==> config.mk <==
export PLATFORM = sky130hd
export DESIGN_NAME = mfsk_sine
export DESIGN_NICKNAME = d
export VERILOG_FILES = /design/src/mfsk_pkg.sv /design/src/mfsk_sine.sv
export SDC_FILE = /design/constraint.sdc
export NUM_CORES = 2
export LEC_CHECK = 0
export ABC_CLOCK_PERIOD_IN_PS = 23000
export BUFFER_PORTS_ARGS = -buffer_cell sky130_fd_sc_hd__buf_4
export CELL_PAD_IN_SITES_DETAIL_PLACEMENT = 1
export CELL_PAD_IN_SITES_GLOBAL_PLACEMENT = 1
export CORE_AREA = 2 2 215 217
export DETAILED_ROUTE_END_ITERATION = 8
export DIE_AREA = 0 0 217 219
export GPL_ROUTABILITY_DRIVEN = 0
export GPL_TIMING_DRIVEN = 0
export PLACE_DENSITY = 0.85
export SLEW_MARGIN = 30
export SYNTH_ARGS = -nofsm -noshare
export SYNTH_HDL_FRONTEND = slang
export SYNTH_SLANG_ARGS = --single-unit
export TNS_END_PERCENT = 50
==> constraint.sdc <==
create_clock -name clk -period 23 [get_ports clk]
set_input_delay 4.6 -clock clk [delete_from_list [all_inputs] [get_ports clk]]
set_output_delay 4.6 -clock clk [all_outputs]
set_load 0.01 [all_outputs]
==> src/mfsk_pkg.sv <==
// Shared types, constants and register codes for the multitone FSK modulator.
`timescale 1ns / 1ps

package mfsk_pkg;

	localparam int SAMPLES_PER_SYMBOL_DEF = 32;
	localparam int PHASE_BITS_DEF         = 16;

	// clock tone, carrier tone, eight bit tones
	localparam int NUM_TONES = 10;
	localparam int TONE_CLK  = 0;
	localparam int TONE_CAR  = 1;
	localparam int TONE_BIT0 = 2;

	// sine unit latency from angle register to tone value register
	localparam int SINE_LAT = 5;

	localparam int SINE_W = 18;
	localparam int SUM_W  = 22;
	localparam int PROD_W = 36;

	localparam logic [14:0] SINE_QUARTER = 15'd16384;
	localparam logic [10:0] SINE_C1      = 11'd1160;
	localparam logic [13:0] SINE_C2      = 14'd10512;
	localparam logic [14:0] SINE_C3      = 15'd25736;

	localparam logic signed [13:0] SCALE_DATA = 14'sd1200;
	localparam logic signed [13:0] SCALE_PRE  = 14'sd4000;

	localparam logic signed [PROD_W-1:0] ROUND_BIAS = PROD_W'(32767);
	localparam logic signed [20:0]       SAT_MAX    = 21'sd32767;
	localparam logic signed [20:0]       SAT_MIN    = -21'sd32768;

	typedef enum logic [2:0] {
		REG_BIT_TONE_A,
		REG_BIT_TONE_B,
		REG_BIT_TONE_C,
		REG_BIT_TONE_D,
		REG_CLOCK_OUTSIDE,
		REG_CLOCK_INSIDE,
		REG_CARRIER_DATA,
		REG_CARRIER_IDLE
	} cfg_reg_t;

	typedef struct packed {
		logic [3:0][3:0][15:0] bit_tone_incs;
		logic [15:0]           clock_inc_outside;
		logic [15:0]           clock_inc_inside;
		logic [15:0]           carrier_inc_data;
		logic [15:0]           carrier_inc_idle;
	} cfg_t;

	// per-sample control traveling alongside the datapath
	typedef struct packed {
		logic valid;
		logic pre;
		logic last;
	} ctl_t;

	typedef logic signed [SINE_W-1:0] sine_t;

endpackage

==> src/mfsk_sine.sv <==
// Pipelined polynomial sine of a 16-bit angle, Q15 result.
`timescale 1ns / 1ps

module mfsk_sine import mfsk_pkg::*; (
	input  logic        clk,
	input  logic        en,
	input  logic [15:0] angle,
	output sine_t       value
);

	logic [14:0] z_s2, z_s3, z_s4, z_s5;
	logic        neg_s2, neg_s3, neg_s4, neg_s5;
	logic [14:0] z2_s3, z2_s4;
	logic [10:0] t_s4;
	logic [13:0] p_s5;
	logic [13:0] inner;
	logic [14:0] r;
	logic [16:0] mag;
	sine_t       value_s6;

	assign inner = SINE_C2 - 14'(t_s4);
	assign r     = SINE_C3 - 15'(p_s5);
	assign mag   = 17'((30'(z_s5) * 30'(r)) >> 13);

	always_ff @(posedge clk) begin
		if (en) begin
			// fold the quadrant down to a magnitude in 0..16384
			z_s2   <= angle[14] ? 15'(SINE_QUARTER - 15'(angle[13:0])) : {1'b0, angle[13:0]};
			neg_s2 <= angle[15];

			z2_s3  <= 15'((30'(z_s2) * 30'(z_s2)) >> 14);
			z_s3   <= z_s2;
			neg_s3 <= neg_s2;

			t_s4   <= 11'((26'(z2_s3) * 26'(SINE_C1)) >> 14);
			z2_s4  <= z2_s3;
			z_s4   <= z_s3;
			neg_s4 <= neg_s3;

			p_s5   <= 14'((29'(z2_s4) * 29'(inner)) >> 14);
			z_s5   <= z_s4;
			neg_s5 <= neg_s4;

			value_s6 <= neg_s5 ? -sine_t'(mag) : sine_t'(mag);
		end
	end

	assign value = value_s6;

endmodule

==> impl_metrics.toml <==
[timing]
fin_skew_ns = 0.0156
setup_tns_ns = 0
worstMarginPinSlew_ns = 0.994
clock.fmax_ghz = 0.0971
max_slew_margin = 0.332
period_share = 0.448
rsz0062_at_grt = "false"
whs_ns = 0.417
setup_viol = 0
finalCriticalPeriod_ns = 10.30
slew_viol_final = 0
final-hold-violation-count = 0

[setup_path]
cp.required_ns = 23.22
worstSetupStartpointType = "register"
path_class = "register to register"
r2r_end = "value[17]"
rrSetupSlack_ns = 12.70
cp_max_fo = 10
critPathMaxStageDelay_ns = 0.80
crit_top_cell = "fa_1"
r2r_start = "p_s5[0]"
crit_arrival_ns = 10.52
crit_slowest_cell = "o31ai_1"
r2r_cells = 28
critPathCaptureType = "register"

[cells_and_area]
fin_cells = 3221
n_fill_cell = 5041
layout_commonest_cell = "inv_1"
syn_to_final_growth_pct = 6.65
drive_gt1_frac = 0.0355
antenna_cells = 0
layout.nets = 3404
mostFrequentLayoutCells = "570 x inv_1, 447 x fa_1, 330 x ha_1"

[floorplan]
top_level_ports = 36
die_y_um = 219
start_util = 0.565
core_mm2 = 0.0451
die_area_mm2 = 0.0475
die_x_um = 217
rows = 78

[detailed_routing]
antenna_left = 0
via_per_inst = 5.77
wl_per_cell_um = 23.0
drc_errors = 0
dr.first_iter.drc_count = 1093
drtPass1Iterations = 8
num_vias = 18600
finalWirelength_um = 74000

[synth]
synth-adder-area-share = 0.513
synth_edf_count = 137
synth_largest_area_cell = "fa_1"
ys_types = 72
synth_top_area_share = 0.351
synth_area_mm2 = 0.0255
ys_warn_count = 0
postSynthAreaPerCell_um2 = 9.98
ys_ff_latch = 137
synth_cells = 2554
synthFlopType = "edfxtp_1"
synth-compound-area-share = 0.0461
synth_xor_area_frac = 0.0381
synthMuxAreaShare = 0.00245
synth_fp_nets = 3349
synth_area_leaders = "fa_1 35%, ha_1 16%, edfxtp_1 16%"
synth_top_family_by_area = "adder cells"
async_reset_ff_frac = 0
ys_seq_area_frac = 0.161
synthSimpleGateAreaFrac = 0.143

[cts]
clock_path_buffers = 2
insertion_delay_ns = 0.48
cts_setup_buffers = 0
cts_buffers = 17
cts_tree = "built"
cts.repair.resized = 0
ctsHtreeMaxLevel = 4
clk_pin_slew_ns = 0.06
cts.sinks = 137
cts.root.buffer_cell = "clkbuf_16"
postCtsHoldBufs = 0

[place]
portBuffers = 35
dp_hpwl_um = 57700
place_inst = 3190

[global_route]
grt_max_degree = 99
track_usage = 0.331
antenna_found_initial = 0
grt_first_pass_wirelength_um = 119000
grt.overflow.total = 0
first_global_vias = 21800

[run_status]
status = "finished, final reports clean"

[flow_run]
maxCapViolations = 0

[hold_path]
holdCritStartpoint = "z_s4[8]"
holdPathEnd = "z_s5[8]"
hp-class = "register to register"
min_path_cells = 0
[cells in the mapped netlist, types with 3 or more instances]
master and count:
nand2_1 263, inv_1 570, o31a_1 3, and2_1 248
nor3_1 22, and3_1 9, a21o_1 20, edfxtp_1 137
fa_1 447, a21oi_1 47, o41ai_1 4, nand3_1 15
nor2_1 53, nor2b_1 36, or2_2 4, o21a_1 8
mux2i_1 4, xnor2_1 85, a31oi_1 3, xor2_1 26
nand2b_1 19, nand3b_1 3, o31ai_1 7, o21ai_0 33
ha_1 330, nand4_1 6, clkbuf_1 78, or3_1 9
o21bai_1 6
[state kept, by name, indices dropped and copies added (netlist names), 11 cells and up]
register,cells
p_s5,14
t_s4,11
value,18
z2_s3,15
z2_s4,15
z_s2,15
z_s3,15
z_s4,15
z_s5,15
[worst max path at each step]
stage,startpoint,slack [ns],end,depth (start not counted)
floorplan,p_s5[0],14.52,value[16],30
global placement,p_s5[0],13.13,value[16],30
detailed placement,p_s5[0],12.90,value[17],28
CTS,p_s5[0],12.78,value[17],28
global route,p_s5[0],12.28,value[17],28
finish,p_s5[0],12.70,value[17],28
[worst max-delay path, delay by kind of cell (launching register included)]
kind            cells  cell delay (ns)
flops               1             0.50
fa+ha+maj           8             3.81
buf+inv             6             1.04
simple gates        8             2.48
compound gates      6             2.21
[layer usage]
layer / global-route usage / share of wire
met5: 0 / 0
met4: 0.197 / 0.060
met3: 0.0389 / 0.047
met2: 0.595 / 0.53
met1: 0.379 / 0.37
[cell families after synthesis]
group / Yosys count
buffers and inverters: 652
muxes: 6
and+or+nand+nor: 706
AOI/OAI and AO/OA: 165
xor gates and xnor gates: 111
DFF: 137
adders and majority gates: 777
[per-stage QoR]
step,utilization,setup slack (ns),area (µm²)
CTS,0.603,12.78,27200
global route,0.603,12.28,27200
finish,0.603,12.70,27200
floorplan,-,14.52,25500
detailed placement,0.589,12.90,26500
global placement,0.588,13.13,26500
[final cells by class]
| type | count | area, µm² | area share |
|---|---|---|---|
| multi-input combinational | 1765 | 18900 | 0.696 |
| inverter | 570 | 2140 | 0.0787 |
| tap | 600 | 751 | 0.0276 |
| clock buffer | 17 | 425 | 0.0156 |
| clock inverter | 14 | 220 | 0.00810 |
| timing repair buffer | 36 | 298 | 0.0110 |
| buffer | 82 | 310 | 0.0114 |
| sequential | 137 | 4110 | 0.151 |
Power is not shown: default switching activity piles up to over one toggle a cycle in this logic, so the estimate is an artifact.
