<file path="config.mk">
export PLATFORM = sky130hd
export DESIGN_NAME = mfsk_mix
export DESIGN_NICKNAME = d
export VERILOG_FILES = /design/src/mfsk_pkg.sv /design/src/mfsk_mix.sv
export SDC_FILE = /design/constraint.sdc
export NUM_CORES = 1
export LEC_CHECK = 0
export ABC_AREA = 1
export BUFFER_PORTS_ARGS = -buffer_cell sky130_fd_sc_hd__buf_2
export CAP_MARGIN = 15
export CORE_UTILIZATION = 54
export DETAILED_ROUTE_END_ITERATION = 7
export PLACE_DENSITY = 0.79
export SLEW_MARGIN = 20
export SYNTH_ARGS = -nofsm -noshare
export SYNTH_HDL_FRONTEND = slang
export SYNTH_SLANG_ARGS = --single-unit
</file>
<file path="constraint.sdc">
create_clock -name clk -period 13.1 [get_ports clk]
set_clock_uncertainty 0.2 [all_clocks]
set_input_delay 1.31 -clock clk [delete_from_list [all_inputs] [get_ports clk]]
set_output_delay 1.31 -clock clk [all_outputs]
set_load 0.01 [all_outputs]
</file>
<file path="src/mfsk_pkg.sv">
// Shared types, constants and register codes for the multitone FSK modulator.
`timescale 1ns / 1ps

package mfsk_pkg;

	localparam int SAMPLES_PER_SYMBOL_DEF = 32;
	localparam int PHASE_BITS_DEF         = 16;

	// clock tone, carrier tone, eight bit tones
	localparam int NUM_TONES = 10;
	localparam int TONE_CLK  = 0;
	localparam int TONE_CAR  = 1;
	localparam int TONE_BIT0 = 2;

	// sine unit latency from angle register to tone value register
	localparam int SINE_LAT = 5;

	localparam int SINE_W = 18;
	localparam int SUM_W  = 22;
	localparam int PROD_W = 36;

	localparam logic [14:0] SINE_QUARTER = 15'd16384;
	localparam logic [10:0] SINE_C1      = 11'd1160;
	localparam logic [13:0] SINE_C2      = 14'd10512;
	localparam logic [14:0] SINE_C3      = 15'd25736;

	localparam logic signed [13:0] SCALE_DATA = 14'sd1200;
	localparam logic signed [13:0] SCALE_PRE  = 14'sd4000;

	localparam logic signed [PROD_W-1:0] ROUND_BIAS = PROD_W'(32767);
	localparam logic signed [20:0]       SAT_MAX    = 21'sd32767;
	localparam logic signed [20:0]       SAT_MIN    = -21'sd32768;

	typedef enum logic [2:0] {
		REG_BIT_TONE_A,
		REG_BIT_TONE_B,
		REG_BIT_TONE_C,
		REG_BIT_TONE_D,
		REG_CLOCK_OUTSIDE,
		REG_CLOCK_INSIDE,
		REG_CARRIER_DATA,
		REG_CARRIER_IDLE
	} cfg_reg_t;

	typedef struct packed {
		logic [3:0][3:0][15:0] bit_tone_incs;
		logic [15:0]           clock_inc_outside;
		logic [15:0]           clock_inc_inside;
		logic [15:0]           carrier_inc_data;
		logic [15:0]           carrier_inc_idle;
	} cfg_t;

	// per-sample control traveling alongside the datapath
	typedef struct packed {
		logic valid;
		logic pre;
		logic last;
	} ctl_t;

	typedef logic signed [SINE_W-1:0] sine_t;

endpackage

</file>
<file path="src/mfsk_mix.sv">
// Tone summing, scaling, truncation toward zero and saturation to 16 bits.
`timescale 1ns / 1ps

module mfsk_mix import mfsk_pkg::*; (
	input  logic                    clk,
	input  logic                    arst_n,
	input  logic                    en,
	input  ctl_t                    ctl_s1,
	input  sine_t [NUM_TONES-1:0]   tone_s6,
	output logic                    out_valid,
	output logic signed [15:0]      sample,
	output logic                    last_sample
);

	ctl_t [SINE_LAT-1:0]         ctl_dly;
	ctl_t                        ctl_s6, ctl_s7, ctl_s8, ctl_s9, ctl_s10;
	logic signed [SUM_W-1:0]     sum_a_s7, sum_b_s7, sum_s8;
	logic signed [PROD_W-1:0]    prod_s9;
	logic signed [15:0]          sample_s10;

	logic signed [SUM_W-1:0]     term [NUM_TONES];
	logic signed [13:0]          scale;
	logic signed [PROD_W-1:0]    biased;
	logic signed [20:0]          shifted;
	logic signed [15:0]          sat;

	assign ctl_s6 = ctl_dly[SINE_LAT-1];

	always_comb begin
		for (int i = 0; i < NUM_TONES; i++) begin
			// bit tones drop out of a preamble symbol
			if (i >= TONE_BIT0 && ctl_s6.pre) begin
				term[i] = '0;
			end else begin
				term[i] = SUM_W'(tone_s6[i]);
			end
		end
	end

	assign scale = ctl_s8.pre ? SCALE_PRE : SCALE_DATA;

	// add 2^15-1 on negatives so the arithmetic shift truncates toward zero
	assign biased  = prod_s9 + ((prod_s9 < 0) ? ROUND_BIAS : '0);
	assign shifted = 21'(biased >>> 15);

	always_comb begin
		priority if (shifted > SAT_MAX) begin
			sat = 16'sh7FFF;
		end else if (shifted < SAT_MIN) begin
			sat = 16'sh8000;
		end else begin
			sat = 16'(shifted);
		end
	end

	always_ff @(posedge clk or negedge arst_n) begin
		if (!arst_n) begin
			ctl_dly <= '0;
			ctl_s7  <= '0;
			ctl_s8  <= '0;
			ctl_s9  <= '0;
			ctl_s10 <= '0;
		end else if (en) begin
			ctl_dly <= {ctl_dly[SINE_LAT-2:0], ctl_s1};
			ctl_s7  <= ctl_s6;
			ctl_s8  <= ctl_s7;
			ctl_s9  <= ctl_s8;
			ctl_s10 <= ctl_s9;
		end
	end

	always_ff @(posedge clk) begin
		if (en) begin
			sum_a_s7   <= term[0] + term[1] + term[2] + term[3] + term[4];
			sum_b_s7   <= term[5] + term[6] + term[7] + term[8] + term[9];
			sum_s8     <= sum_a_s7 + sum_b_s7;
			prod_s9    <= PROD_W'(sum_s8) * PROD_W'(scale);
			sample_s10 <= sat;
		end
	end

	assign out_valid   = ctl_s10.valid;
	assign last_sample = ctl_s10.last;
	assign sample      = sample_s10;

endmodule

</file>
==> metrics.txt, run 1 <==
DP Cell Count=2739; Startpoint Class=flip-flop; mapped cell area=17650 sq um; Cells after Synth=2126; worst hold start=ctl_dly[10]$_DFFE_PN0P_; Most used DFF post-synth=edfxtp_1; most frequent cell after synthesis=inv_1; Final Slew Violations=0; Via density=5.104; Worst Hold Path Cells=2; first-pass GRT wire length=65890 um; final net count=2895; setup TNS=0 ns; Die ar.=33400 sq um; ranking of synthesized cells by area=fa_1, edfxtp_1, ha_1; Crit Path Max Fanout=59; Root Driver=clkbuf_16; vias in the first global route=14440; largest net degree at the start of global routing=95; Congestion Overflow GR=0; die width=182.8 um; Synth Area in XOR/XNOR=4.467%; Initial Utilization=55.35%; min Tclk post-route=5.851 ns; IO buf count=203; area fraction in compound gates after synthesis=8.523%; CP endpoint kind=flip-flop; # resized after CTS=0; async set-reset flop share out of synthesis=18.12%; #FFs+latches synth=138; Remaining DRCs=0; io pins=204; clock sink total=138; drt total wl=38940 um; setup slack, reg-to-reg=7.25 ns; status=complete, no violations; Commonest cells post-synth=inv_1, nand2_1, nor2_1; Reg-to-Reg Start=ctl_s8[1]$_DFFE_PN0P_; initial antenna violation count=0; Setup WS post-layout=7.249 ns; cell accounting for the most synthesized area=fa_1; CTS tree=built; setup violators final=0; pre-CTS WS=7.303 ns; die height=182.8 um; R2R cell count=22; Post-CTS Hold Buffers=0; Clock Path Buffers=2; EDFF count, synth=113; clk_lat worst skew=0.43 ns; Synth warnings=0; layout cells sized above 1=12.07%; worst slew pin tran=0.9950 ns; crit share post-route=44.67%; Clock Pin Slew Worst Setup and Hold Paths=0.06 ns; CTS H-Tree Depth=4; multiplexer share of the synthesized area=0.1276%; RSZ-0062 raised after global routing=false; Max Fclk=0.1709 GHz; Worst Hold Class=reg2reg; Setup crit start=ctl_s8[1]$_DFFE_PN0P_; gr usage total=24.64%; Synth Area in Simple Gates=17.06%; Mapped Avg Cell Area=8.300 sq um; Core Area=31880 sq um; Final Hold Vio Count=0; Synth cell types=44; RR Endpoint=prod_s9[29]$_DFFE_PP_; largest family of logic cells by synthesized area=adder cells; TritonCTS Buffers=17; synthesized-area fraction occupied by adder cells=35.96%; Worst Hold Margin=0.2816 ns; critical path required time=13.07 ns; ANT nets after route=0; Setup CP Type=reg2reg; crit path DAT=5.82 ns; Post-DP HPWL=33100 um; Mapped Nets=2698; antenna cell count=0; hold endpoint=ctl_dly[13]$_DFFE_PN0P_; gp weighted congestion=1.004; Via Count=14140; wire per inst=14.05 um; sequential fraction of the synthesis area=22.78%; Max-Cap Viols=0; post-synth top area share=22.92%; 1st-pass router iterations=7; slew margin rel.=33.67%; Cell Count, Final, Fillers Out=2771; DRT iter0 DRCs=622; Core Rows=65; Post-CTS Setup Inserts=0; Area Growth Syn to Fin=11.76%
[cells by family after synthesis]
family / Yosys count
XOR/XNOR: 90
multiplexers: 2
flip-flops: 138
adder cells (fa/ha/maj): 386
AO/OA/AOI/OAI: 270
buffers and inverters: 517
AND/OR/NAND/NOR: 723
[layout make-up]
type | instances | area (sq um)
Inverter | 488 | 1832
Clock inverter | 14 | 170.2
Tap cell | 435 | 544.3
Timing Repair Buffer | 207 | 1052
Clock buffer | 18 | 429.2
Sequential cell | 138 | 4023
Multi-Input combinational cell | 1471 | 11670
Fill cell | 2799 | 12160
[cells in the final DEF, fill, tap and decap left out, types with 4 or more instances in the layout]
cell type	Yosys	routed
nand4_1	21	21
nor2_1	239	239
a21o_1	17	17
or2_2	13	13
nand3_1	53	53
xor2_1	53	53
nor4_1	6	6
o211ai_1	9	9
o21ai_1	6	6
dfrtp_1	25	24
inv_1	485	485
o21ai_0	90	90
ha_1	184	184
nand2_2	15	15
buf_4	0	4
clkbuf_16	0	17
edfxtp_1	113	113
nor3_2	4	4
fa_1	202	202
nand2_1	347	347
nor3_1	14	14
xnor2_1	37	37
buf_2	0	202
o21bai_1	10	10
a21oi_1	118	118
a31oi_1	5	5
[metal layers]
layer  wire (um)  GRT usage [%]  vias up
met2       20530          46.70      346
met1       15570          27.61     6672
met4        1516          10.57        0
met5           0              0        -
li1            -              -     7052
met3        1327          3.137       73
[state kept, by name, indices dropped and copies added (netlist names), 3 cells and up]
signal	count
sum_a_s7	22
sum_b_s7	22
ctl_dly	15
ctl_s7	3
ctl_s8	3
sample	16
sum_s8	22
prod_s9	31
[how the worst max path moves through the flow]
| stage | to | depth (start not counted) |
|---|---|---|
| 2_1_floorplan | prod_s9[33]$_DFFE_PP_ | 21 |
| 3_3_place_gp | prod_s9[33]$_DFFE_PP_ | 22 |
| 3_5_place_dp | prod_s9[29]$_DFFE_PP_ | 22 |
| 4_1_cts | prod_s9[29]$_DFFE_PP_ | 22 |
| 5_1_grt | prod_s9[33]$_DFFE_PP_ | 22 |
| 6_report | prod_s9[29]$_DFFE_PP_ | 22 |
[stage by stage]
stage	area, sq um	utilization, %
2_1_floorplan	17650	-
3_3_place_gp	19120	59.98
3_5_place_dp	19120	59.98
4_1_cts	19720	61.86
5_1_grt	19720	61.86
6_report	19720	61.86
[worst max-delay path, stage by stage, from the launching register on]
cell      delay [ns]
dfrtp_1         0.32
buf_4           0.44
nand2_1         0.16
o21ai_0         0.18
inv_1           0.09
o21ai_0         0.09
inv_1           0.07
ha_1            0.18
or2_2           0.29
inv_1           0.08
fa_1            0.39
inv_1           0.08
fa_1            0.43
fa_1            0.50
ha_1            0.32
ha_1            0.37
a21oi_1         0.22
o21ai_0         0.14
nand2_1         0.07
nand3_1         0.16
a21boi_0        0.44
o21ai_0         0.17
xor2_1          0.16
Power of run 1 is not shown: default switching activity piles up to over one toggle a cycle in this logic, so the estimate is an artifact.
==> run 2, diff against run 1 <==
- PLACE_DENSITY: 0.79 -> 0.82
- clock period: 13.1 -> 5.05 ns (I/O delays scaled with it)
==> run 2 against run 1 <==
  * The run now ends with setup timing left
  * Sequential cell count is the same
  * Routed wire length grew 14%
  * Count of clock-buffer cells in the layout is the same
  * Cell area grew 11%
  * First-iteration DRC count grew 39%
  * Critical path type unchanged
  * Hold slack lost 0.20 ns
  * Non-clock buffer count grew 120
  * Critical path depth grew 3
  * Die area is the same
  * Setup slack lost 7.3 ns
  * Utilization grew 6.9 points
  * Register-to-register slack lost 7.3 ns
==> metrics.txt, run 2 (synthesized netlist as in run 1, its figures left out) <==
gr usage total=26.62% (+2.0 points); Area Growth Syn to Fin=24.24%; min Tclk post-route=5.067 ns (-0.7841 ns); slew margin rel.=30.62% (-3.0 points); RSZ-0062 raised after global routing=true; Clock Pin Slew Worst Setup and Hold Paths=0.07 ns (about the same); Via density=5.182 (+1.5%); Final Slew Violations=0 (unchanged); Startpoint Class=flip-flop; IO buf count=203 (unchanged); Setup crit start=ctl_s8[1]$_DFFE_PN0P_; TritonCTS Buffers=17 (unchanged); critical path required time=5.04 ns (-8.03 ns); setup slack, reg-to-reg=-0.02 ns (-7.27 ns); Reg-to-Reg Start=ctl_s8[1]$_DFFE_PN0P_; Root Driver=clkbuf_16; ANT nets after route=0 (unchanged); clock sink total=138 (unchanged); Remaining DRCs=0 (unchanged); CP endpoint kind=flip-flop; Cell Count, Final, Fillers Out=2891 (+4.3%); crit path DAT=5.06 ns (-0.76 ns); io pins=204 (unchanged); vias in the first global route=15590 (+8.0%); Worst Hold Class=in2reg; Via Count=14980 (+5.9%); Clock Path Buffers=2 (unchanged); violations in the final reports=setup timing; layout cells sized above 1=24.02% (+12 points); initial antenna violation count=0 (unchanged); Sequential Area=4024 sq um (about the same); Max-Cap Viols=0 (unchanged); die height=182.8 um (unchanged); 1st-pass router iterations=6 (-1); largest net degree at the start of global routing=127 (+34%); max FFs per register=31 (unchanged); area of the multi-input gates=12850 sq um (+10%); first-pass GRT wire length=71300 um (+8.2%); Setup CP Type=reg2reg; setup violators final=2 (+2); wire per inst=15.34 um (+9.1%); crit path to=prod_s9[30]$_DFFE_PP_; FILL cells=2406 (-14%); antenna cell count=0 (unchanged); Final Hold Vio Count=0 (unchanged); Congestion Overflow GR=0 (unchanged); Setup WS post-layout=-0.01705 ns (-7.266 ns); drt total wl=44340 um (+14%); crit share post-route=100.3% (+56 points); final net count=3015 (+4.1%); R2R cell count=25 (+14%); CTS tree=built; gp weighted congestion=0.9716 (-3.2%); Initial Utilization=55.35% (unchanged); commonest non-fill, non-tap cell in the layout=inv_1; Core Util, Final=68.77% (+6.9 points); die width=182.8 um (unchanged); DP Cell Count=2836 (+3.5%); DRT iter0 DRCs=862 (+39%); Core Area=31880 sq um (unchanged); worst slew pin tran=1.041 ns (+0.04569 ns); status=complete, but fails checks; clk_lat worst skew=0.43 ns (about the same); Post-DP HPWL=34140 um (+3.2%); Crit Path Max Fanout=6 (-90%); Max Fclk=0.1974 GHz (+15%); most flop-heavy register=prod_s9; RR Endpoint=prod_s9[30]$_DFFE_PP_; most frequent cells in the layout=inv_1, nand2_1, nor2_1; Die ar.=33400 sq um (unchanged); CTS H-Tree Depth=4 (unchanged); Core Rows=65 (unchanged)
run 2: cell count changes in the layout (fill, tap and decap cells not counted), sizes merged:
cell,before,now
clkbuf,18,20
clkinv,7,5
clkinvlp,1,0
inv,491,497
dlygate4sd3,0,1
buf,207,324
bufinv,3,0
run 2: worst min path at each step:
stage / from / endpoint / slack (ns) / depth (start not counted)
finish: ctl_s1[0] / ctl_dly[0]$_DFFE_PN0P_ / 0.08 / 3
global route: ctl_s1[2] / ctl_dly[2]$_DFFE_PN0P_ / 0.08 / 3
CTS: ctl_s1[2] / ctl_dly[2]$_DFFE_PN0P_ / 0.07 / 3
detailed placement: ctl_s7[2]$_DFFE_PN0P_ / ctl_s8[2]$_DFFE_PN0P_ / 0.28 / 2
global placement: ctl_dly[5]$_DFFE_PN0P_ / ctl_dly[8]$_DFFE_PN0P_ / 0.26 / 2
floorplan: arst_n / ctl_dly[0]$_DFFE_PN0P_ / 0.009 / 0
run 2: worst max-delay path: stages (launching register included):
cell and delay (ns):
dfrtp_2 0.47, clkbuf_16 0.20, nand2_4 0.06, nand2_1 0.05
o21ai_1 0.06, inv_1 0.07, o21ai_1 0.08, inv_1 0.06
ha_2 0.16, or2_4 0.24, fa_1 0.51, inv_2 0.04
fa_1 0.52, inv_2 0.06, fa_2 0.61, ha_4 0.22
ha_4 0.27, buf_6 0.13, nand2_4 0.09, nor2_1 0.17
nand2_1 0.09, nand2_1 0.08, nand2_1 0.08, nand3_2 0.11
a21oi_2 0.07, xnor2_1 0.12
run 2: repair_timing:
action,CTS,global route
setup endpoints to repair,16,19
cloned,2,1
setup buffers,1,19
hold buffers,1,0
gates resized for setup,85,206
hold endpoints to repair,25,0
pin swaps,34,126
run 2: metrics by stage:
step | setup TNS (ns) | setup slack, ns | hold WS (ns) | instance area [sq um]
detailed placement | -1.856 | -0.2362 | 0.2823 | 19880
CTS | 0 | 0.00005196 | 0.07195 | 21070
global placement | -0.8299 | -0.1552 | 0.2648 | 19880
finish | -0.02506 | -0.01705 | 0.08004 | 21920
floorplan | 0 | 0.02208 | 0.009409 | 17650
global route | -1.553 | -0.2161 | 0.07763 | 21920
run 2: cell type report:
cell class	count	area share, %
clock inverters	14	0.5764
clock buffers	18	2.055
well taps	435	2.483
repair buffers	327	9.542
inverters	488	8.355
flip-flops and latches	138	18.35
multi-input cells	1471	58.63
run 2: layer usage:
layer	vias up	GRT usage [%]	wire [um]
met5	-	0	0
met4	0	12.13	2346
met3	126	3.495	1493
met2	426	50.31	23420
met1	7139	29.62	17080
li1	7291	-	-
Power of run 2 is left out for the same reason.
