## src/mfsk_pkg.sv

```systemverilog
// Shared types, constants and register codes for the multitone FSK modulator.
`timescale 1ns / 1ps

package mfsk_pkg;

	localparam int SAMPLES_PER_SYMBOL_DEF = 32;
	localparam int PHASE_BITS_DEF         = 16;

	// clock tone, carrier tone, eight bit tones
	localparam int NUM_TONES = 10;
	localparam int TONE_CLK  = 0;
	localparam int TONE_CAR  = 1;
	localparam int TONE_BIT0 = 2;

	// sine unit latency from angle register to tone value register
	localparam int SINE_LAT = 5;

	localparam int SINE_W = 18;
	localparam int SUM_W  = 22;
	localparam int PROD_W = 36;

	localparam logic [14:0] SINE_QUARTER = 15'd16384;
	localparam logic [10:0] SINE_C1      = 11'd1160;
	localparam logic [13:0] SINE_C2      = 14'd10512;
	localparam logic [14:0] SINE_C3      = 15'd25736;

	localparam logic signed [13:0] SCALE_DATA = 14'sd1200;
	localparam logic signed [13:0] SCALE_PRE  = 14'sd4000;

	localparam logic signed [PROD_W-1:0] ROUND_BIAS = PROD_W'(32767);
	localparam logic signed [20:0]       SAT_MAX    = 21'sd32767;
	localparam logic signed [20:0]       SAT_MIN    = -21'sd32768;

	typedef enum logic [2:0] {
		REG_BIT_TONE_A,
		REG_BIT_TONE_B,
		REG_BIT_TONE_C,
		REG_BIT_TONE_D,
		REG_CLOCK_OUTSIDE,
		REG_CLOCK_INSIDE,
		REG_CARRIER_DATA,
		REG_CARRIER_IDLE
	} cfg_reg_t;

	typedef struct packed {
		logic [3:0][3:0][15:0] bit_tone_incs;
		logic [15:0]           clock_inc_outside;
		logic [15:0]           clock_inc_inside;
		logic [15:0]           carrier_inc_data;
		logic [15:0]           carrier_inc_idle;
	} cfg_t;

	// per-sample control traveling alongside the datapath
	typedef struct packed {
		logic valid;
		logic pre;
		logic last;
	} ctl_t;

	typedef logic signed [SINE_W-1:0] sine_t;

endpackage

```

## src/mfsk_seq.sv

```systemverilog
// Symbol sequencer: sample counter, clock window and the ten phase accumulators.
`timescale 1ns / 1ps

module mfsk_seq import mfsk_pkg::*; #(
	parameter int SAMPLES_PER_SYMBOL = SAMPLES_PER_SYMBOL_DEF,
	parameter int PHASE_BITS         = PHASE_BITS_DEF
) (
	input  logic                          clk,
	input  logic                          arst_n,
	input  logic                          en,
	input  logic                          in_valid,
	output logic                          in_ready,
	input  logic [7:0]                    data_byte,
	input  logic                          preamble,
	input  cfg_t                          cfg,
	output ctl_t                          ctl_s1,
	output logic [NUM_TONES-1:0][15:0]    angle
);

	localparam int IDX_W = $clog2(SAMPLES_PER_SYMBOL);
	localparam logic [IDX_W-1:0] LAST_IDX = IDX_W'(SAMPLES_PER_SYMBOL - 1);
	// clock window is 0.42 < p/S < 0.92, strict on both ends
	localparam int WIN_LO = (42 * SAMPLES_PER_SYMBOL) / 100;
	localparam int WIN_HI = (92 * SAMPLES_PER_SYMBOL - 1) / 100;

	typedef logic [PHASE_BITS-1:0] phase_t;

	logic                     active_q;
	logic [IDX_W-1:0]         idx_q;
	logic [7:0]               byte_q;
	logic                     pre_q;
	phase_t                   clk_phase_q;
	phase_t                   car_phase_q;
	phase_t [7:0]             bit_phase_q;
	phase_t [NUM_TONES-1:0]   tone_phase;

	logic                     issue;
	logic                     accept;
	logic                     at_last;
	logic                     in_window;
	phase_t                   clk_inc;
	phase_t                   car_inc;
	phase_t [7:0]             bit_inc;

	assign at_last   = (idx_q == LAST_IDX);
	assign issue     = en && active_q;
	assign in_ready  = en && (!active_q || at_last);
	assign accept    = in_valid && in_ready;
	assign in_window = (idx_q > IDX_W'(WIN_LO)) && (idx_q <= IDX_W'(WIN_HI));

	always_comb begin
		clk_inc = phase_t'(in_window ? cfg.clock_inc_inside : cfg.clock_inc_outside);
		car_inc = phase_t'(pre_q ? cfg.carrier_inc_idle : cfg.carrier_inc_data);
		// bit i picks entry 2i+b: register i/2, lane 2*(i&1)+b
		for (int i = 0; i < 8; i++) begin
			bit_inc[i] = phase_t'(cfg.bit_tone_incs[i >> 1][{i[0], byte_q[i]}]);
		end
	end

	always_ff @(posedge clk or negedge arst_n) begin
		if (!arst_n) begin
			active_q    <= 1'b0;
			idx_q       <= '0;
			clk_phase_q <= '0;
			car_phase_q <= '0;
			bit_phase_q <= '0;
			ctl_s1      <= '0;
		end else begin
			if (issue) begin
				clk_phase_q <= clk_phase_q + clk_inc;
				car_phase_q <= car_phase_q + car_inc;
				if (!pre_q) begin
					for (int i = 0; i < 8; i++) begin
						bit_phase_q[i] <= bit_phase_q[i] + bit_inc[i];
					end
				end
				idx_q <= at_last ? '0 : idx_q + 1'b1;
			end
			if (accept) begin
				active_q <= 1'b1;
			end else if (issue && at_last) begin
				active_q <= 1'b0;
			end
			if (en) begin
				ctl_s1 <= '{valid: issue, pre: pre_q, last: at_last};
			end
		end
	end

	always_ff @(posedge clk) begin
		if (accept) begin
			byte_q <= data_byte;
			pre_q  <= preamble;
		end
	end

	assign tone_phase = {bit_phase_q, car_phase_q, clk_phase_q};

	// top 16 bits of each phase form the sine angle; a narrower phase is padded with zeros below
	for (genvar g = 0; g < NUM_TONES; g++) begin : g_angle
		if (PHASE_BITS >= 16) begin : g_wide
			assign angle[g] = tone_phase[g][PHASE_BITS-1 -: 16];
		end else begin : g_narrow
			assign angle[g] = {tone_phase[g], (16 - PHASE_BITS)'(0)};
		end
	end

	a_accept_restart: assert property (@(posedge clk) disable iff (!arst_n)
		accept |=> active_q && idx_q == '0)
		else $error("symbol did not restart at sample zero after accept");

	a_wrap: assert property (@(posedge clk) disable iff (!arst_n)
		issue && at_last |=> idx_q == '0)
		else $error("sample counter did not wrap after last sample");

	a_pre_bits_hold: assert property (@(posedge clk) disable iff (!arst_n)
		issue && pre_q |=> $stable(bit_phase_q))
		else $error("bit tone phases moved during a preamble symbol");

	a_idle_zero: assert property (@(posedge clk) disable iff (!arst_n)
		!active_q |-> idx_q == '0)
		else $error("sample counter nonzero while idle");

endmodule

```

## config.mk

```make
export PLATFORM = sky130hd
export DESIGN_NAME = mfsk_seq
export DESIGN_NICKNAME = d
export VERILOG_FILES = /design/src/mfsk_pkg.sv /design/src/mfsk_seq.sv
export SDC_FILE = /design/constraint.sdc
export NUM_CORES = 1
export LEC_CHECK = 0
export ABC_AREA = 1
export BUFFER_PORTS_ARGS = -buffer_cell sky130_fd_sc_hd__buf_2
export CELL_PAD_IN_SITES_DETAIL_PLACEMENT = 1
export CELL_PAD_IN_SITES_GLOBAL_PLACEMENT = 2
export CORE_AREA = 4 4 235 237
export CTS_CLUSTER_SIZE = 14
export DETAILED_ROUTE_END_ITERATION = 10
export DIE_AREA = 0 0 239 241
export GPL_ROUTABILITY_DRIVEN = 1
export GPL_TIMING_DRIVEN = 0
export PLACE_DENSITY_LB_ADDON = 0.05
export SETUP_SLACK_MARGIN = 0.4
export SLEW_MARGIN = 5
export SYNTH_ARGS = -nofsm -noshare
export SYNTH_HDL_FRONTEND = slang
export SYNTH_SLANG_ARGS = --single-unit
export TNS_END_PERCENT = 10
```

## constraint.sdc

```tcl
create_clock -name clk -period 7.8 [get_ports clk]
set_clock_uncertainty 0.15 [all_clocks]
set_input_delay 1.17 -clock clk [delete_from_list [all_inputs] [get_ports clk]]
set_output_delay 1.17 -clock clk [all_outputs]
set_load 0.01 [all_outputs]
```

==> results of run 1 <==
-- path summary, 6_finish.rpt --
check / start / endpoint / slack (ps) / cells past startpoint
max reg2reg: idx_q[1]$_DFFE_PN0P_ / clk_phase_q[14]$_DFFE_PN0P_ / 4470 / 17
min reg2reg: ctl_s1[2]$_DFFE_PN0P_ / ctl_s1[2]$_DFFE_PN0P_ / 330 / 2
min in group asynchronous: arst_n / angle[155]$_DFFE_PN0P_ / 550 / 1
max in group asynchronous: arst_n / angle[75]$_DFFE_PN0P_ / 5970 / 2
max: idx_q[1]$_DFFE_PN0P_ / clk_phase_q[14]$_DFFE_PN0P_ / 4470 / 17
min: ctl_s1[2]$_DFFE_PN0P_ / ctl_s1[2]$_DFFE_PN0P_ / 330 / 2
-- flip-flops by register name, indices dropped and copies added, names as in the netlist --
name	count
byte_q	8
idx_q	5
angle	128
clk_phase_q	16
pre_q	1
car_phase_q	16
ctl_s1	3
active_q	1
-- metal layers --
layer / up-vias / wire [µm] / part of all wire [%] / track usage, %
li1: 8620 / - / - / -
met1: 8183 / 29400 / 45 / 28.3
met2: 304 / 32200 / 49 / 39.2
met3: 58 / 3070 / 4.6 / 4.58
met4: 0 / 1400 / 2.1 / 6.40
met5: - / 0 / 0 / 0
-- placed cells by master (no fill, tap or decap), types with 10 or more instances in the layout --
cell type and n:
a21o_1 12, a21oi_1 133, a31oi_1 12, buf_2 524, clkbuf_1 21, clkbuf_16 17
dfrtp_1 169, fa_1 10, ha_1 154, inv_1 202, mux2_2 117, mux2_4 10
nand2_1 780, nand3_1 161, nand3b_1 43, nand4_1 30, nor2_1 132, o21ai_0 154
xnor2_1 61
-- cell type report --
type	count	area [µm²]	share of cell area, %
repair buffers	497	2520	12.4
flip-flops and latches	178	4500	22.2
multi-input cells	1854	10800	53.2
clock inverters	4	22.5	0.111
inverters	204	766	3.77
diodes	1	2.50	0.0123
well taps	696	871	4.29
clock buffers	27	523	2.58
plain buffers	54	295	1.46
-- cell families after synthesis --
kind of cell,synth area share (%)
buf+inv,6.49
mux,8.98
compound gates,10.3
fa+ha+maj,13.0
xor+xnor,3.70
simple gates,29.9
flops,27.5
-- through the flow --
stage,setup slack (ps),instances
3_3_place_gp,1990,3482
6_report,4470,3515
4_1_cts,4400,3514
5_1_grt,4140,3514
3_5_place_dp,4410,3483
2_1_floorplan,4880,2290
-- critical path: cells and delay by family (launching register included) --
| family | cells | cell delay [ps] |
|---|---|---|
| flops | 1 | 400 |
| simple gates | 11 | 1270 |
| mux | 1 | 310 |
| fa+ha+maj | 3 | 830 |
| buf+inv | 2 | 260 |
-- power breakdown --
part,switching [W],leakage [nW],internal (W)
Combinational,0.00312,8.59,0.00197
Clock,0.000407,0.269,0.000455
Sequential,0.000400,2.15,0.00136
Total,0.00392,11.0,0.00378
==> flow_summary.yaml, run 1 <==
synthesis:
  yosys_register_bits: 178
  ys.flop_type: "dfrtp_1"
  synth_edf_count: 9
  yosys-top-cells-area: "dfrtp_1 26%, nand2_1 18%, ha_1 12%"
  synth_most_common_cell: "nand2_1"
  yosysSeqAreaShare_pct: 27.5
  synth_top_area_share_pct: 25.9
  synth.avg_cell_area_um2: 7.14
  synthTopCellsByCount: "780 x nand2_1, 202 x inv_1, 169 x dfrtp_1"
  synthArstFlopShare_pct: 94.9
  synth_cells: 2290
  synth.largest_area_cell: "dfrtp_1"
  ys_types: 35
  yosysWarnings: 0
  syn_area_um2: 16300
  synth_nets: 2787
timing:
  finalHoldViolCount: 0
  tightest_slew_ps: 1160
  setup_viol: 0
  finalMaxSlewViolations: 0
  slew_headroom_pct: 22.9
  hold_ws_ps: 333
  rsz0062_at_grt: "no"
  fmax_ghz: 0.300
  min_period_over_period_pct: 42.7
  tns_ps: 0
  fin_crit_ps: 3330
placement:
  gp_congestion: 0.857
  placed_area_um2: 19700
  port_buffers: 496
  dp_hpwl_um: 54500
global_routing:
  grt_pass1_wl_um: 101000
  gr-total-overflow: 0
  grtUsageTotal_pct: 22.5
  antenna_found_initial: 0
  grt_start_max_net_pins: 94
  grt_pass1_vias: 17900
worst_setup_path:
  path_cells: "inv_1 -> ha_1 -> nor2_2 -> nand3_1 -> nand2_4 -> buf_8 -> mux2_4 -> ha_1 -> fa_1 -> nand3_1 -> nand2_1 -> nand2_1 -> nand2_1 -> nand3_1 -> nand3_1 -> nand3_1 -> nand2_1"
  critPathKind: "register to register"
  crit_top_cell: "nand3_1"
  critical_path_peak_fanout: 10
  max_stage_delay_ps: 430
  cp.arrival_ps: 3570
  end_kind: "register"
  cp_slowest_cell: "fa_1"
  startpoint_type: "register"
  required_ps: 8030
cts:
  cts_max_path_buffers: 2
  tritoncts: "built"
  cts_resized: 0
  cts_root_buf: "clkbuf_16"
  cts_max_level: 4
  cts_buffers: 17
  post_cts_buffers: 0
  insertion_delay_ps: 490
  clkTransAtPathRegs_ps: 70
  cts_hold_buf: 0
  clock_sinks: 178
detailed_routing:
  drc: 0
  antenna_left: 0
  wire_per_inst_um: 18.8
  num_vias: 17200
  viasPerCell: 4.88
  wl_um: 66100
  drt_pass1_iterations: 4
  drt_iter0_markers: 610
power_and_ir_drop:
  peakVddDrop_uv: 184
  power_w: 0.00770
  p_per_area_nw_per_um2: 380
  static-leakage-power_nw: 11.0
cells_and_area:
  area_growth_pct: 24.1
  fill_cells: 6917
  final_core_util_pct: 38.1
  nets: 3303
  stdcell_area_um2: 20300
  drive_gt1_share_pct: 24.6
floorplanning:
  initial_core_util_pct: 30.7
  die_h_um: 241
  ios: 497
  die-area_um2: 57600
  num_rows: 85
  core_um2: 53300
  die-width_um: 239
status:
  status: "finished clean"
hold_path:
  hp-class: "register to register"
run:
  max-cap-violations: 0
(Power assumes the default switching activity.)
==> inputs of run 2 (changes only) <==
Settings changed: CORE_AREA 4 4 235 237 to 4 4 256 258, DIE_AREA 0 0 239 241 to 0 0 260 262.
Clock period 7.8 ns to 2.8 ns, I/O delays scaled along.
==> run 2 against run 1 <==
The run now ends with negative setup slack left. First-iteration DRC count shrank 10%. Sequential cell count is the same. Wire length grew 6.0%. Design area grew 12%. Clock power grew to 3.0 times the previous value. Sequential power grew to 2.9 times the previous value. Setup slack lost 4500 ps. Sequential share of layout area shrank 2.4 points. Total power grew to 3.2 times the previous value. Register-to-register slack lost 4500 ps. Count of clock-buffer cells in the layout shrank 5.
==> flow_summary.yaml, run 2 (synthesized netlist as in run 1, its figures left out) <==
cells_and_area:
  fill_cells: 7838
  diodes: 0
  layout_commonest_cell: "nand2_1"
  final_core_util_pct: 36.2
  area_growth_pct: 39.4
  stdcell_area_um2: 22800
  largest_reg_flops: 128
  drive_gt1_share_pct: 34.7
  nets: 3355
  layout_common_cells: "722 x nand2_1, 506 x buf_2, 185 x inv_1"
detailed_routing:
  wl_met2_um: 34500
  drt_pass1_iterations: 4
  wire_per_inst_um: 18.8
  num_vias: 17400
  top_layer: "met4"
  antenna_left: 0
  viasPerCell: 4.69
  drt_iter0_markers: 549
  drc: 0
  wl_um: 70100
  wl_met3_um: 3140
  wl_met1_um: 31200
worst_setup_path:
  critPathKind: "register to register"
  required_ps: 3030
  critPathTopFamily: "simple AND/OR/NAND/NOR gates"
  path_buf_inv: 1
  end_kind: "register"
  critical_path_peak_fanout: 8
  max_stage_delay_ps: 430
  path_cells: "ha_4 -> nor2_4 -> nand2_2 -> nand2_4 -> nand2_8 -> buf_12 -> mux2_4 -> ha_4 -> fa_2 -> nand3_2 -> nand2_2 -> nand2_2 -> nand2_4 -> nand3_4 -> nand3_2 -> nand3_2 -> nand2_1"
  cp_slowest_cell: "dfrtp_1"
  startpoint_type: "register"
  cp.arrival_ps: 3100
floorplanning:
  core_um2: 63000
  die-area_um2: 68100
  die_h_um: 262
  die-width_um: 260
  initial_core_util_pct: 26.0
  num_rows: 92
  ios: 497
timing:
  rsz0062_at_grt: "yes"
  fin_ws_ps: -72.5
  finalHoldViolCount: 0
  slew_headroom_pct: 24.9
  tightest_slew_ps: 1130
  setup_viol: 3
  min_period_over_period_pct: 103
  finalMaxSlewViolations: 0
  fmax_ghz: 0.348
  hold_ws_ps: 156
  fin_crit_ps: 2870
cts:
  cts_max_path_buffers: 2
  insertion_delay_ps: 490
  cts_buffers: 17
  cts_root_buf: "clkbuf_16"
  tritoncts: "built"
  clock_sinks: 178
  cts_max_level: 4
  clkTransAtPathRegs_ps: 70
run:
  max-cap-violations: 0
status:
  violations: "negative setup slack"
  status: "finished, violations left"
global_routing:
  antenna_found_initial: 3
  gr-total-overflow: 0
  grt_pass1_wl_um: 107000
  grtUsageTotal_pct: 20.4
  grt_start_max_net_pins: 79
  grt_pass1_vias: 18900
placement:
  port_buffers: 496
  pre_cts_ws_ps: -661
  placed_area_um2: 20000
  gp_congestion: 0.818
  dp_hpwl_um: 57100
power_and_ir_drop:
  p_per_area_nw_per_um2: 1080
  peakVddDrop_uv: 528
  static-leakage-power_nw: 11.6
hold_path:
  hp-class: "input pin to register"
-- run 2: cell count changes in the layout (fill, tap and decap cells not counted), sizes merged --
| cell | delta |
|---|---|
| inv | -1 |
| clkbuf | -5 |
| bufinv | +2 |
| diode | -1 |
| clkinvlp | +1 |
| dlygate4sd3 | +11 |
| clkinv | +4 |
| buf | +41 |
-- run 2: timing repair --
item                       in CTS  in global routing
pin swaps                     100                 18
hold endpoints to repair       48                  0
setup endpoints to repair     140                130
hold buffers                   11                  0
gates cloned                    1                  0
buffers inserted               35                  4
resized for setup             371                 43
-- run 2: stage by stage --
stage          std cells  total power, W  setup TNS [ps]
4_1_cts             3713          0.0245            -377
5_1_grt             3717          0.0272           -1440
2_1_floorplan       2290          0.0144               0
6_report            3717          0.0245            -126
3_5_place_dp        3634          0.0194           -9740
3_3_place_gp        3632          0.0191         -404790
-- run 2: cell type report --
type	instances	area (µm²)	area share [%]
buffer	54	479	2.10
multi-input combinational	1854	12400	54.3
timing repair buffer	549	3030	13.3
inverter	204	774	3.40
clock buffer	22	474	2.08
tap	846	1060	4.64
clock inverter	10	110	0.483
sequential	178	4500	19.7
-- run 2: per-layer routing --
| metal | vias to the layer above | global-route usage [%] |
|---|---|---|
| li1 | 8739 | - |
| met1 | 8334 | 25.2 |
| met2 | 293 | 36.5 |
| met3 | 49 | 4.10 |
| met4 | 0 | 4.78 |
| met5 | - | 0 |
-- run 2: worst paths after layout --
path	from	endpoint	slack, ps	cells after the start
worst min register to register	ctl_s1[2]$_DFFE_PN0P_	ctl_s1[2]$_DFFE_PN0P_	320	2
min in group asynchronous	arst_n	angle[155]$_DFFE_PN0P_	260	2
max in group asynchronous	arst_n	angle[92]$_DFFE_PN0P_	1430	3
worst min-delay path	en	ctl_s1[2]$_DFFE_PN0P_	160	4
worst max-delay path	idx_q[0]$_DFFE_PN0P_	clk_phase_q[14]$_DFFE_PN0P_	-70	17
worst max register to register	idx_q[0]$_DFFE_PN0P_	clk_phase_q[14]$_DFFE_PN0P_	-70	17
-- run 2: report_power, final --
group	total (W)	internal, W	switching (W)
logic	0.0168	0.00715	0.00965
registers	0.00511	0.00377	0.00134
clock network	0.00259	0.00138	0.00121
total	0.0245	0.0123	0.0122
-- run 2: worst min-delay path: stages --
cell     delay [ps]
buf_2            90
inv_1           110
nand2_1          90
nand2_1          40
